$ cat config.mk
export PLATFORM = sky130hd
export DESIGN_NAME = hex_record_word_loader
export DESIGN_NICKNAME = d
export VERILOG_FILES = /design/src/design/hrwl_pkg.sv /design/src/design/hrwl_fifo.sv /design/src/design/hrwl_front.sv /design/src/design/hrwl_back.sv /design/src/design/hex_record_word_loader.sv
export SDC_FILE = /design/constraint.sdc
export NUM_CORES = 1
export LEC_CHECK = 0
export BUFFER_PORTS_ARGS = -buffer_cell sky130_fd_sc_hd__buf_2
export CORE_MARGIN = 1
export CORE_UTILIZATION = 60
export DETAILED_ROUTE_END_ITERATION = 10
export PLACE_DENSITY = 0.89
export SLEW_MARGIN = 10
export SYNTH_ARGS = -nofsm -noshare
export SYNTH_HDL_FRONTEND = slang
export SYNTH_SLANG_ARGS = --single-unit
export TNS_END_PERCENT = 50
$ cat constraint.sdc
create_clock -name clk -period 10.13 [get_ports clk]
set_input_delay 1.013 -clock clk [delete_from_list [all_inputs] [get_ports clk]]
set_output_delay 1.013 -clock clk [all_outputs]
set_load 0.01 [all_outputs]
$ cat src/design/hrwl_pkg.sv
// Shared types, constants and a helper function of the hex record word loader.
`default_nettype none

package hrwl_pkg;

  // Default queue sizes, as address widths (depth is a power of two).
  localparam int TOK_AW_DEF = 2;
  localparam int RES_AW_DEF = 2;

  // Character and record type codes.
  localparam logic [7:0] CHAR_COLON = 8'h3a;
  localparam logic [7:0] CHAR_UC_A  = 8'h41;
  localparam logic [7:0] CHAR_UC_F  = 8'h46;
  localparam logic [7:0] CHAR_LC_A  = 8'h61;
  localparam logic [7:0] CHAR_LC_F  = 8'h66;
  localparam logic [7:0] CHAR_ZERO  = 8'h30;
  localparam logic [7:0] DIGIT_TEN  = 8'd10;

  localparam logic [7:0] REC_DATA = 8'd0;
  localparam logic [7:0] REC_EOF  = 8'd1;
  localparam logic [7:0] REC_BASE = 8'd4;

  localparam logic KIND_WORD = 1'b0;
  localparam logic KIND_EOF  = 1'b1;

  // Record parser phases.
  typedef enum logic [2:0] {
    PH_WAIT = 3'd0,
    PH_LEN  = 3'd1,
    PH_OFS  = 3'd2,
    PH_TYPE = 3'd3,
    PH_DATA = 3'd4,
    PH_SUM  = 3'd5
  } phase_t;

  // One classified character as handed from the front to the back.
  typedef struct packed {
    logic       colon;
    logic [3:0] nib;
  } tok_t;

  // One result item.
  typedef struct packed {
    logic [31:0] word;
    logic [31:0] addr;
    logic        kind;
  } res_t;

  // Hex digit value; any other character counts as (c - '0') mod 16.
  function automatic logic [3:0] nibble_of(input logic [7:0] c);
    logic [7:0] v;
    begin
      if (c >= CHAR_UC_A && c <= CHAR_UC_F) begin
        v = c - CHAR_UC_A + DIGIT_TEN;
      end else if (c >= CHAR_LC_A && c <= CHAR_LC_F) begin
        v = c - CHAR_LC_A + DIGIT_TEN;
      end else begin
        v = c - CHAR_ZERO;
      end
      return v[3:0];
    end
  endfunction

endpackage : hrwl_pkg

`default_nettype wire

$ cat src/design/hrwl_fifo.sv
// Small first-in first-out queue used between the loader's parts.
`default_nettype none

module hrwl_fifo
  import hrwl_pkg::*;
#(
  parameter int WIDTH = 8,
  parameter int AW    = TOK_AW_DEF
) (
  input  wire logic             clk,
  input  wire logic             rst_n,
  input  wire logic             wr_en,
  input  wire logic [WIDTH-1:0] wr_data,
  output logic                  full,
  input  wire logic             rd_en,
  output logic      [WIDTH-1:0] rd_data,
  output logic                  empty
);

  localparam int DEPTH = 1 << AW;

  logic [WIDTH-1:0] mem_r [DEPTH];
  logic [AW-1:0]    wr_ptr_r, wr_ptr_nxt;
  logic [AW-1:0]    rd_ptr_r, rd_ptr_nxt;
  logic [AW:0]      count_r, count_nxt;
  logic             do_wr, do_rd;

  assign full    = (count_r == (AW+1)'(DEPTH));
  assign empty   = (count_r == '0);
  assign rd_data = mem_r[rd_ptr_r];
  assign do_wr   = wr_en && !full;
  assign do_rd   = rd_en && !empty;

  // Pointer and fill count updates.
  always_comb begin
    wr_ptr_nxt = do_wr ? wr_ptr_r + 1'b1 : wr_ptr_r;
    rd_ptr_nxt = do_rd ? rd_ptr_r + 1'b1 : rd_ptr_r;
    count_nxt  = count_r + (AW+1)'(do_wr) - (AW+1)'(do_rd);
  end

  always_ff @(posedge clk) begin
    if (!rst_n) begin
      wr_ptr_r <= '0;
      rd_ptr_r <= '0;
      count_r  <= '0;
    end else begin
      wr_ptr_r <= wr_ptr_nxt;
      rd_ptr_r <= rd_ptr_nxt;
      count_r  <= count_nxt;
    end
  end

  // Storage write; entries need no reset.
  always_ff @(posedge clk) begin
    if (do_wr) begin
      mem_r[wr_ptr_r] <= wr_data;
    end
  end

endmodule : hrwl_fifo

`default_nettype wire

$ cat src/design/hrwl_front.sv
// Front part: accepts characters and classifies them into colon marks and nibbles.
`default_nettype none

module hrwl_front
  import hrwl_pkg::*;
(
  input  wire logic       clk,
  input  wire logic       rst_n,
  input  wire logic       push,
  output logic            full,
  input  wire logic [7:0] in_char_in,
  output logic            tok_push,
  output tok_t            tok_data,
  input  wire logic       tok_full
);

  logic tok_vld_r, tok_vld_nxt;
  tok_t tok_r;
  logic accept;

  // The stage holds one token; it frees up whenever the queue takes it.
  assign full     = tok_vld_r && tok_full;
  assign accept   = push && !full;
  assign tok_push = tok_vld_r && !tok_full;
  assign tok_data = tok_r;

  always_comb begin
    tok_vld_nxt = tok_vld_r;
    if (accept) begin
      tok_vld_nxt = 1'b1;
    end else if (tok_push) begin
      tok_vld_nxt = 1'b0;
    end
  end

  always_ff @(posedge clk) begin
    if (!rst_n) begin
      tok_vld_r <= 1'b0;
    end else begin
      tok_vld_r <= tok_vld_nxt;
    end
  end

  // Classify the character on each transfer.
  always_ff @(posedge clk) begin
    if (accept) begin
      tok_r.colon <= (in_char_in == CHAR_COLON);
      tok_r.nib   <= nibble_of(in_char_in);
    end
  end

endmodule : hrwl_front

`default_nettype wire

$ cat src/design/hrwl_back.sv
// Back part: record parser that pairs nibbles into bytes and builds result words.
`default_nettype none

module hrwl_back
  import hrwl_pkg::*;
(
  input  wire logic clk,
  input  wire logic rst_n,
  input  wire tok_t tok_data,
  input  wire logic tok_empty,
  output logic      tok_pop,
  output logic      res_push,
  output res_t      res_data,
  input  wire logic res_full
);

  phase_t       phase_r, phase_nxt;
  logic [3:0]   hi_nib_r, hi_nib_nxt;
  logic         toggle_r, toggle_nxt;
  logic [7:0]   rec_len_r, rec_len_nxt;
  logic [15:0]  rec_ofs_r, rec_ofs_nxt;
  logic [7:0]   rec_type_r, rec_type_nxt;
  logic [7:0]   byte_cnt_r, byte_cnt_nxt;
  logic [23:0]  group_r, group_nxt;
  logic [15:0]  base_r, base_nxt;
  logic         finished_r, finished_nxt;
  logic         take;
  logic         emit;
  logic [7:0]   b;
  logic [1:0]   lane;
  logic         last;
  logic [23:0]  group_ins;

  // A token is consumed whenever the result queue has room.
  assign take    = !tok_empty && !res_full;
  assign tok_pop = take;
  assign res_push = take && emit;

  assign b         = {hi_nib_r, tok_data.nib};
  assign lane      = byte_cnt_r[1:0];
  assign last      = ({1'b0, byte_cnt_r} + 9'd1) >= {1'b0, rec_len_r};
  assign group_ins = (lane == 2'd0) ? {group_r[23:8], b} :
                     (lane == 2'd1) ? {group_r[23:16], b, group_r[7:0]} :
                                      {b, group_r[15:0]};

  // Parser next state and result formation.
  always_comb begin
    phase_nxt    = phase_r;
    hi_nib_nxt   = hi_nib_r;
    toggle_nxt   = toggle_r;
    rec_len_nxt  = rec_len_r;
    rec_ofs_nxt  = rec_ofs_r;
    rec_type_nxt = rec_type_r;
    byte_cnt_nxt = byte_cnt_r;
    group_nxt    = group_r;
    base_nxt     = base_r;
    finished_nxt = finished_r;
    emit         = 1'b0;
    res_data     = '{word: 32'd0, addr: 32'd0, kind: KIND_WORD};

    if (take && !finished_r) begin
      if (phase_r == PH_WAIT) begin
        if (tok_data.colon) begin
          phase_nxt    = PH_LEN;
          toggle_nxt   = 1'b0;
          hi_nib_nxt   = 4'd0;
          byte_cnt_nxt = 8'd0;
          group_nxt    = 24'd0;
        end
      end else if (!toggle_r) begin
        hi_nib_nxt = tok_data.nib;
        toggle_nxt = 1'b1;
      end else begin
        toggle_nxt = 1'b0;
        unique case (phase_r)
          PH_LEN: begin
            rec_len_nxt  = b;
            rec_ofs_nxt  = 16'd0;
            byte_cnt_nxt = 8'd0;
            phase_nxt    = PH_OFS;
          end
          PH_OFS: begin
            rec_ofs_nxt = {rec_ofs_r[7:0], b};
            if (byte_cnt_r[0]) begin
              byte_cnt_nxt = 8'd0;
              phase_nxt    = PH_TYPE;
            end else begin
              byte_cnt_nxt = byte_cnt_r + 8'd1;
            end
          end
          PH_TYPE: begin
            rec_type_nxt = b;
            byte_cnt_nxt = 8'd0;
            group_nxt    = 24'd0;
            if (b == REC_EOF) begin
              emit          = 1'b1;
              res_data.kind = KIND_EOF;
              finished_nxt  = 1'b1;
              phase_nxt     = PH_WAIT;
            end else begin
              if (b == REC_BASE) begin
                base_nxt = 16'd0;
              end
              phase_nxt = (rec_len_r == 8'd0) ? PH_SUM : PH_DATA;
            end
          end
          PH_DATA: begin
            if (rec_type_r == REC_DATA) begin
              if (lane != 2'd3) begin
                group_nxt = group_ins;
              end
              if (lane == 2'd3 || last) begin
                emit          = 1'b1;
                res_data.word = (lane == 2'd3) ? {b, group_r} : {8'd0, group_ins};
                res_data.addr = {base_r, rec_ofs_r};
                group_nxt     = 24'd0;
              end
            end else if (rec_type_r == REC_BASE) begin
              base_nxt = {base_r[7:0], b};
            end
            byte_cnt_nxt = byte_cnt_r + 8'd1;
            if (last) begin
              phase_nxt = PH_SUM;
            end
          end
          PH_SUM: begin
            phase_nxt = PH_WAIT;
          end
          default: begin
            phase_nxt = PH_WAIT;
          end
        endcase
      end
    end
  end

  always_ff @(posedge clk) begin
    if (!rst_n) begin
      phase_r    <= PH_WAIT;
      hi_nib_r   <= 4'd0;
      toggle_r   <= 1'b0;
      rec_len_r  <= 8'd0;
      rec_ofs_r  <= 16'd0;
      rec_type_r <= 8'd0;
      byte_cnt_r <= 8'd0;
      group_r    <= 24'd0;
      base_r     <= 16'd0;
      finished_r <= 1'b0;
    end else begin
      phase_r    <= phase_nxt;
      hi_nib_r   <= hi_nib_nxt;
      toggle_r   <= toggle_nxt;
      rec_len_r  <= rec_len_nxt;
      rec_ofs_r  <= rec_ofs_nxt;
      rec_type_r <= rec_type_nxt;
      byte_cnt_r <= byte_cnt_nxt;
      group_r    <= group_nxt;
      base_r     <= base_nxt;
      finished_r <= finished_nxt;
    end
  end

  // Once the end record is seen, no further result is produced.
  a_no_res_after_eof: assert property (@(posedge clk) disable iff (!rst_n)
    finished_r |-> !res_push)
    else $error("result produced after end record");

  // An end result carries zero word and address and finishes the parser.
  a_eof_result: assert property (@(posedge clk) disable iff (!rst_n)
    (res_push && res_data.kind == KIND_EOF) |->
      (res_data.word == 32'd0 && res_data.addr == 32'd0) ##1 finished_r)
    else $error("malformed end result");

  // The offset phase never counts past its second byte.
  a_ofs_count: assert property (@(posedge clk) disable iff (!rst_n)
    (phase_r == PH_OFS) |-> (byte_cnt_r < 8'd2))
    else $error("offset byte count out of range");

  // Results are only pushed while the token queue is being drained.
  a_push_with_pop: assert property (@(posedge clk) disable iff (!rst_n)
    res_push |-> (tok_pop && !res_full))
    else $error("result pushed without a token transfer");

endmodule : hrwl_back

`default_nettype wire

$ cat src/design/hex_record_word_loader.sv
// Top level of the hex record word loader: front, token queue, back, result queue.
//
//  Channel   Handshake            Payload
//  input     push / full          in_char_in[7:0]
//  result    empty / pop          out_word_out[31:0], out_word_addr[31:0], out_kind
//
//  One character is taken per cycle while full is low. A character passes
//  through the classify register, the token queue and the result queue in
//  that order; the result queue drives the output ports combinationally.
//  Reset (rst_n low, synchronous) empties both queues and returns the parser
//  to waiting for a colon with a zero base.
//  A stalled result side fills the result queue, then the token queue, then
//  raises full; each queue holds 2**AW items.
`default_nettype none

module hex_record_word_loader
  import hrwl_pkg::*;
#(
  parameter int TOK_AW = TOK_AW_DEF,
  parameter int RES_AW = RES_AW_DEF
) (
  input  wire logic        clk,
  input  wire logic        rst_n,
  input  wire logic        push,
  output logic             full,
  input  wire logic [7:0]  in_char_in,
  output logic             empty,
  input  wire logic        pop,
  output logic      [31:0] out_word_out,
  output logic      [31:0] out_word_addr,
  output logic             out_kind
);

  tok_t fr_tok;
  tok_t bk_tok;
  logic fr_push, tq_full, tq_empty, bk_pop;
  res_t bk_res, rq_res;
  logic bk_push, rq_full;

  // Character classification.
  hrwl_front u_front (
    .clk        (clk),
    .rst_n      (rst_n),
    .push       (push),
    .full       (full),
    .in_char_in (in_char_in),
    .tok_push   (fr_push),
    .tok_data   (fr_tok),
    .tok_full   (tq_full)
  );

  // Queue of classified characters.
  hrwl_fifo #(
    .WIDTH ($bits(tok_t)),
    .AW    (TOK_AW)
  ) u_tok_q (
    .clk     (clk),
    .rst_n   (rst_n),
    .wr_en   (fr_push),
    .wr_data (fr_tok),
    .full    (tq_full),
    .rd_en   (bk_pop),
    .rd_data (bk_tok),
    .empty   (tq_empty)
  );

  // Record parser.
  hrwl_back u_back (
    .clk       (clk),
    .rst_n     (rst_n),
    .tok_data  (bk_tok),
    .tok_empty (tq_empty),
    .tok_pop   (bk_pop),
    .res_push  (bk_push),
    .res_data  (bk_res),
    .res_full  (rq_full)
  );

  // Queue of finished results, presented on the output ports.
  hrwl_fifo #(
    .WIDTH ($bits(res_t)),
    .AW    (RES_AW)
  ) u_res_q (
    .clk     (clk),
    .rst_n   (rst_n),
    .wr_en   (bk_push),
    .wr_data (bk_res),
    .full    (rq_full),
    .rd_en   (pop),
    .rd_data (rq_res),
    .empty   (empty)
  );

  assign out_word_out  = rq_res.word;
  assign out_word_addr = rq_res.addr;
  assign out_kind      = rq_res.kind;

endmodule : hex_record_word_loader

`default_nettype wire
==> summary.txt <==
Place
  • RePlAce Congestion: 0.881
  • Placed Cells: 1417
  • Area post-placement: 0.0166 sq mm
  • Port bufs: 78
  • Post-detail-place hpwl: 19500 um
  • Pre-CTS WS: 5200 ps

STA
  • Final Cycle Share: 49.9%
  • Fmax: 198 MHz
  • Fin. Hold Viols: 0
  • Final Critical Period: 5050 ps
  • Setup Skew: 22.0 ps
  • Setup Viol. Count Final: 0
  • Min Hold Slack: 444 ps
  • Pin slew with the least headroom to its limit: 1230 ps
  • Final worst setup slack: 5080 ps
  • RSZ-0062 raised after global routing: no
  • Worst slew margin: 18.1%
  • Setup TNS: 0 ps
  • Final Max Tran Viols: 0

Detailed routing
  • Vias: 9351
  • Number of remaining DRC errors: 0
  • First-pass detailed-route iteration total: 6
  • Wire per inst: 22.2 um
  • Total Routed Length: 33000 um
  • Number of antenna-violating nets in the routed design: 0
  • DRT iter0 DRCs: 1018
  • Via/cell ratio: 6.29

Floorplan
  • Starting density of the core: 61.0%
  • Total core area: 0.0260 sq mm
  • Die Y: 165 um
  • Die area: 0.0271 sq mm
  • Die X: 165 um
  • Top Ports: 79
  • Row Count: 59

Clock network
  • CTS clk-pin slew, worst paths: 60 ps
  • Htree depth: 2
  • Hold_buf cts: 0
  • Root buf cell: clkbuf_16
  • Postcts setup bufs: 0
  • TritonCTS clock tree: done
  • Resized cells post-CTS: 0
  • Clk buf depth: 3
  • Sinks on Clock Net: 393
  • CTS Buf Count: 38
  • Worst-Skew Late Latency: 540 ps

Logic synthesis
  • Post-synth ARST share: 0%
  • Top cells by area, synth: edfxtp_1 54%, dfxtp_1 14%, mux4_2 9.4%
  • Post-Syn Instances: 1051
  • Yosys warns: 0
  • Mean post-synth cell area: 15.1 sq um
  • Yosys reg bits: 393
  • Synth area leader: edfxtp_1
  • Sequential area share after synthesis: 67.6%
  • Synth top area share: 54.0%
  • Synthesized cell area: 0.0159 sq mm
  • Post-synth EDFFs: 285
  • Distinct cells, synth: 54
  • Prevailing post-synth register cell: edfxtp_1
  • Syn Nets: 1093

Worst setup path
  • CP Capture Type: flop
  • CP Max Fanout: 18
  • Worst-path cell chain: ha_1 -> and3_1 -> nor2b_1 -> or2_2 -> ha_1 -> a21o_1 -> a221o_1 -> a21oi_1 -> a21oi_2 -> nor2_1 -> inv_1 -> ha_1 -> inv_1 -> fa_1 -> xor2_1 -> xnor2_1 -> nor2_1
  • Critical path class: flop to flop
  • Max incr delay on CP: 640 ps
  • R2r startpoint: u_back.byte_cnt_r[1]$_SDFFE_PN0P_
  • R2R Setup Slk: 5080 ps
  • Worst path required time: 10510 ps
  • Most used cell, CP: ha_1
  • Cells on worst reg2reg path: 17
  • R2r endpoint: u_res_q.count_r[2]$_SDFF_PN0_
  • Arr. time, crit path: 5430 ps
  • Crit start category: flop
  • Slowest-stage cell, CP: nor2_1

Hold path
  • Worst hold path startpoint: u_back.base_r[9]$_SDFFE_PN0P_
  • Hold Path Cell Cnt: 2
  • Hold endpoint: u_back.base_r[9]$_SDFFE_PN0P_
  • Hold Crit Class: flop to flop

Finish
  • Commonest non-fill, non-tap cells in the layout: 285 x edfxtp_1, 106 x dfxtp_1, 96 x nor2_1
  • Commonest non-fill, non-tap cell in the layout: edfxtp_1
  • Area Overhead vs Synth: 12.4%
  • Multi-input gate area: 0.00482 sq mm
  • Fin cells: 1487
  • Fin area: 0.0178 sq mm
  • Finished Core Util: 68.6%
  • FILL cells: 1590
  • Ant diodes: 0
  • Final nets: 1164
  • Layout cell share with drive strength beyond 1: 20.4%
  • Seq. cell area: 0.0107 sq mm

Global routing
  • All-Layer GR Usage: 25.2%
  • Vias in the first global route: 9354
  • First-pass GRT wire length: 51800 um
  • GRT Residual Overflow: 0
  • Largest net degree at the start of global routing: 66
  • Initial antenna violation count: 0

Pwr
  • P_leak: 5.75 nW
  • P per Cell Area: 223 mW/mm^2
  • Total power: 3.97 mW
  • Worst VDD drop: 0.180 mV

Run
  • Maxcap violations: 0

Outcome
  • Status: complete, no violations
kinds of logic after synthesis:
| kind of cell | after synthesis | synth area share (%) |
|---|---|---|
| xor gates and xnor gates | 17 | 0.939 |
| buffers and inverters | 92 | 2.33 |
| DFF | 393 | 67.6 |
| adders and majority gates | 30 | 2.46 |
| muxes | 105 | 12.3 |
| AOI/OAI and AO/OA | 119 | 5.06 |
| and+or+nand+nor | 295 | 9.28 |
registers in the layout (all words and copies together) (netlist names), 4 cells and up, named ones only:
name,flops
u_back.byte_cnt_r,8
u_back.group_r,24
u_res_q.mem_r,260
u_back.rec_type_r,8
u_back.hi_nib_r,4
u_back.rec_ofs_r,16
u_tok_q.mem_r,20
u_back.base_r,16
u_front.tok_data,5
u_back.rec_len_r,8
layout make-up:
class	instances	share of cell area [%]
Sequential cell	393	60.2
Clock inverter	23	1.33
Tap cell	335	2.35
Clock buffer	47	5.70
Timing Repair Buffer	90	2.70
Inverter	33	0.695
Multi-Input combinational cell	566	27.0
how the worst max path moves through the flow:
stage / from / to / slack [ps] / depth (start not counted)
global placement: u_back.byte_cnt_r[1]$_SDFFE_PN0P_ / u_res_q.mem_r[3][45]$_DFFE_PP_ / 5400 / 12
finish: u_back.byte_cnt_r[1]$_SDFFE_PN0P_ / u_res_q.count_r[2]$_SDFF_PN0_ / 5080 / 17
floorplan: u_back.byte_cnt_r[0]$_SDFFE_PN0P_ / u_res_q.mem_r[0][0]$_DFFE_PP_ / 4210 / 12
global route: u_back.byte_cnt_r[1]$_SDFFE_PN0P_ / u_res_q.count_r[2]$_SDFF_PN0_ / 4780 / 17
CTS: u_back.byte_cnt_r[1]$_SDFFE_PN0P_ / u_res_q.count_r[2]$_SDFF_PN0_ / 5130 / 17
detailed placement: u_back.byte_cnt_r[1]$_SDFFE_PN0P_ / u_res_q.count_r[2]$_SDFF_PN0_ / 5200 / 17
cell usage after synthesis (all sizes together) (18+ instances only):
master and count:
dfxtp 108, a22oi 21, mux2i 34, o21ai 27, ha 28, edfxtp 285
inv 32, a21oi 26, mux4 71, nand2 59, nand4 21, a22o 18
clkbuf 44, nand3 19, nor2 96, and2 40
report_power, final:
part	switching (mW)	total, mW	internal, mW
clock network	0.593	1.42	0.822
registers	0.0879	1.83	1.75
logic	0.401	0.726	0.325
critical path, delay by kind of cell, from the launching register on:
family | cells | cell delay (ps)
simple gates | 5 | 1390
fa+ha+maj | 4 | 1330
compound gates | 4 | 1060
flops | 1 | 530
xor+xnor | 2 | 380
buf+inv | 2 | 210
metal layers:
metal | GRT usage (%) | wire length, um
met1 | 32.6 | 12500
met4 | 10.8 | 1160
met2 | 42.6 | 16800
met5 | 0 | 0
met3 | 3.84 | 2560
Power figures use the tool's default switching activity.
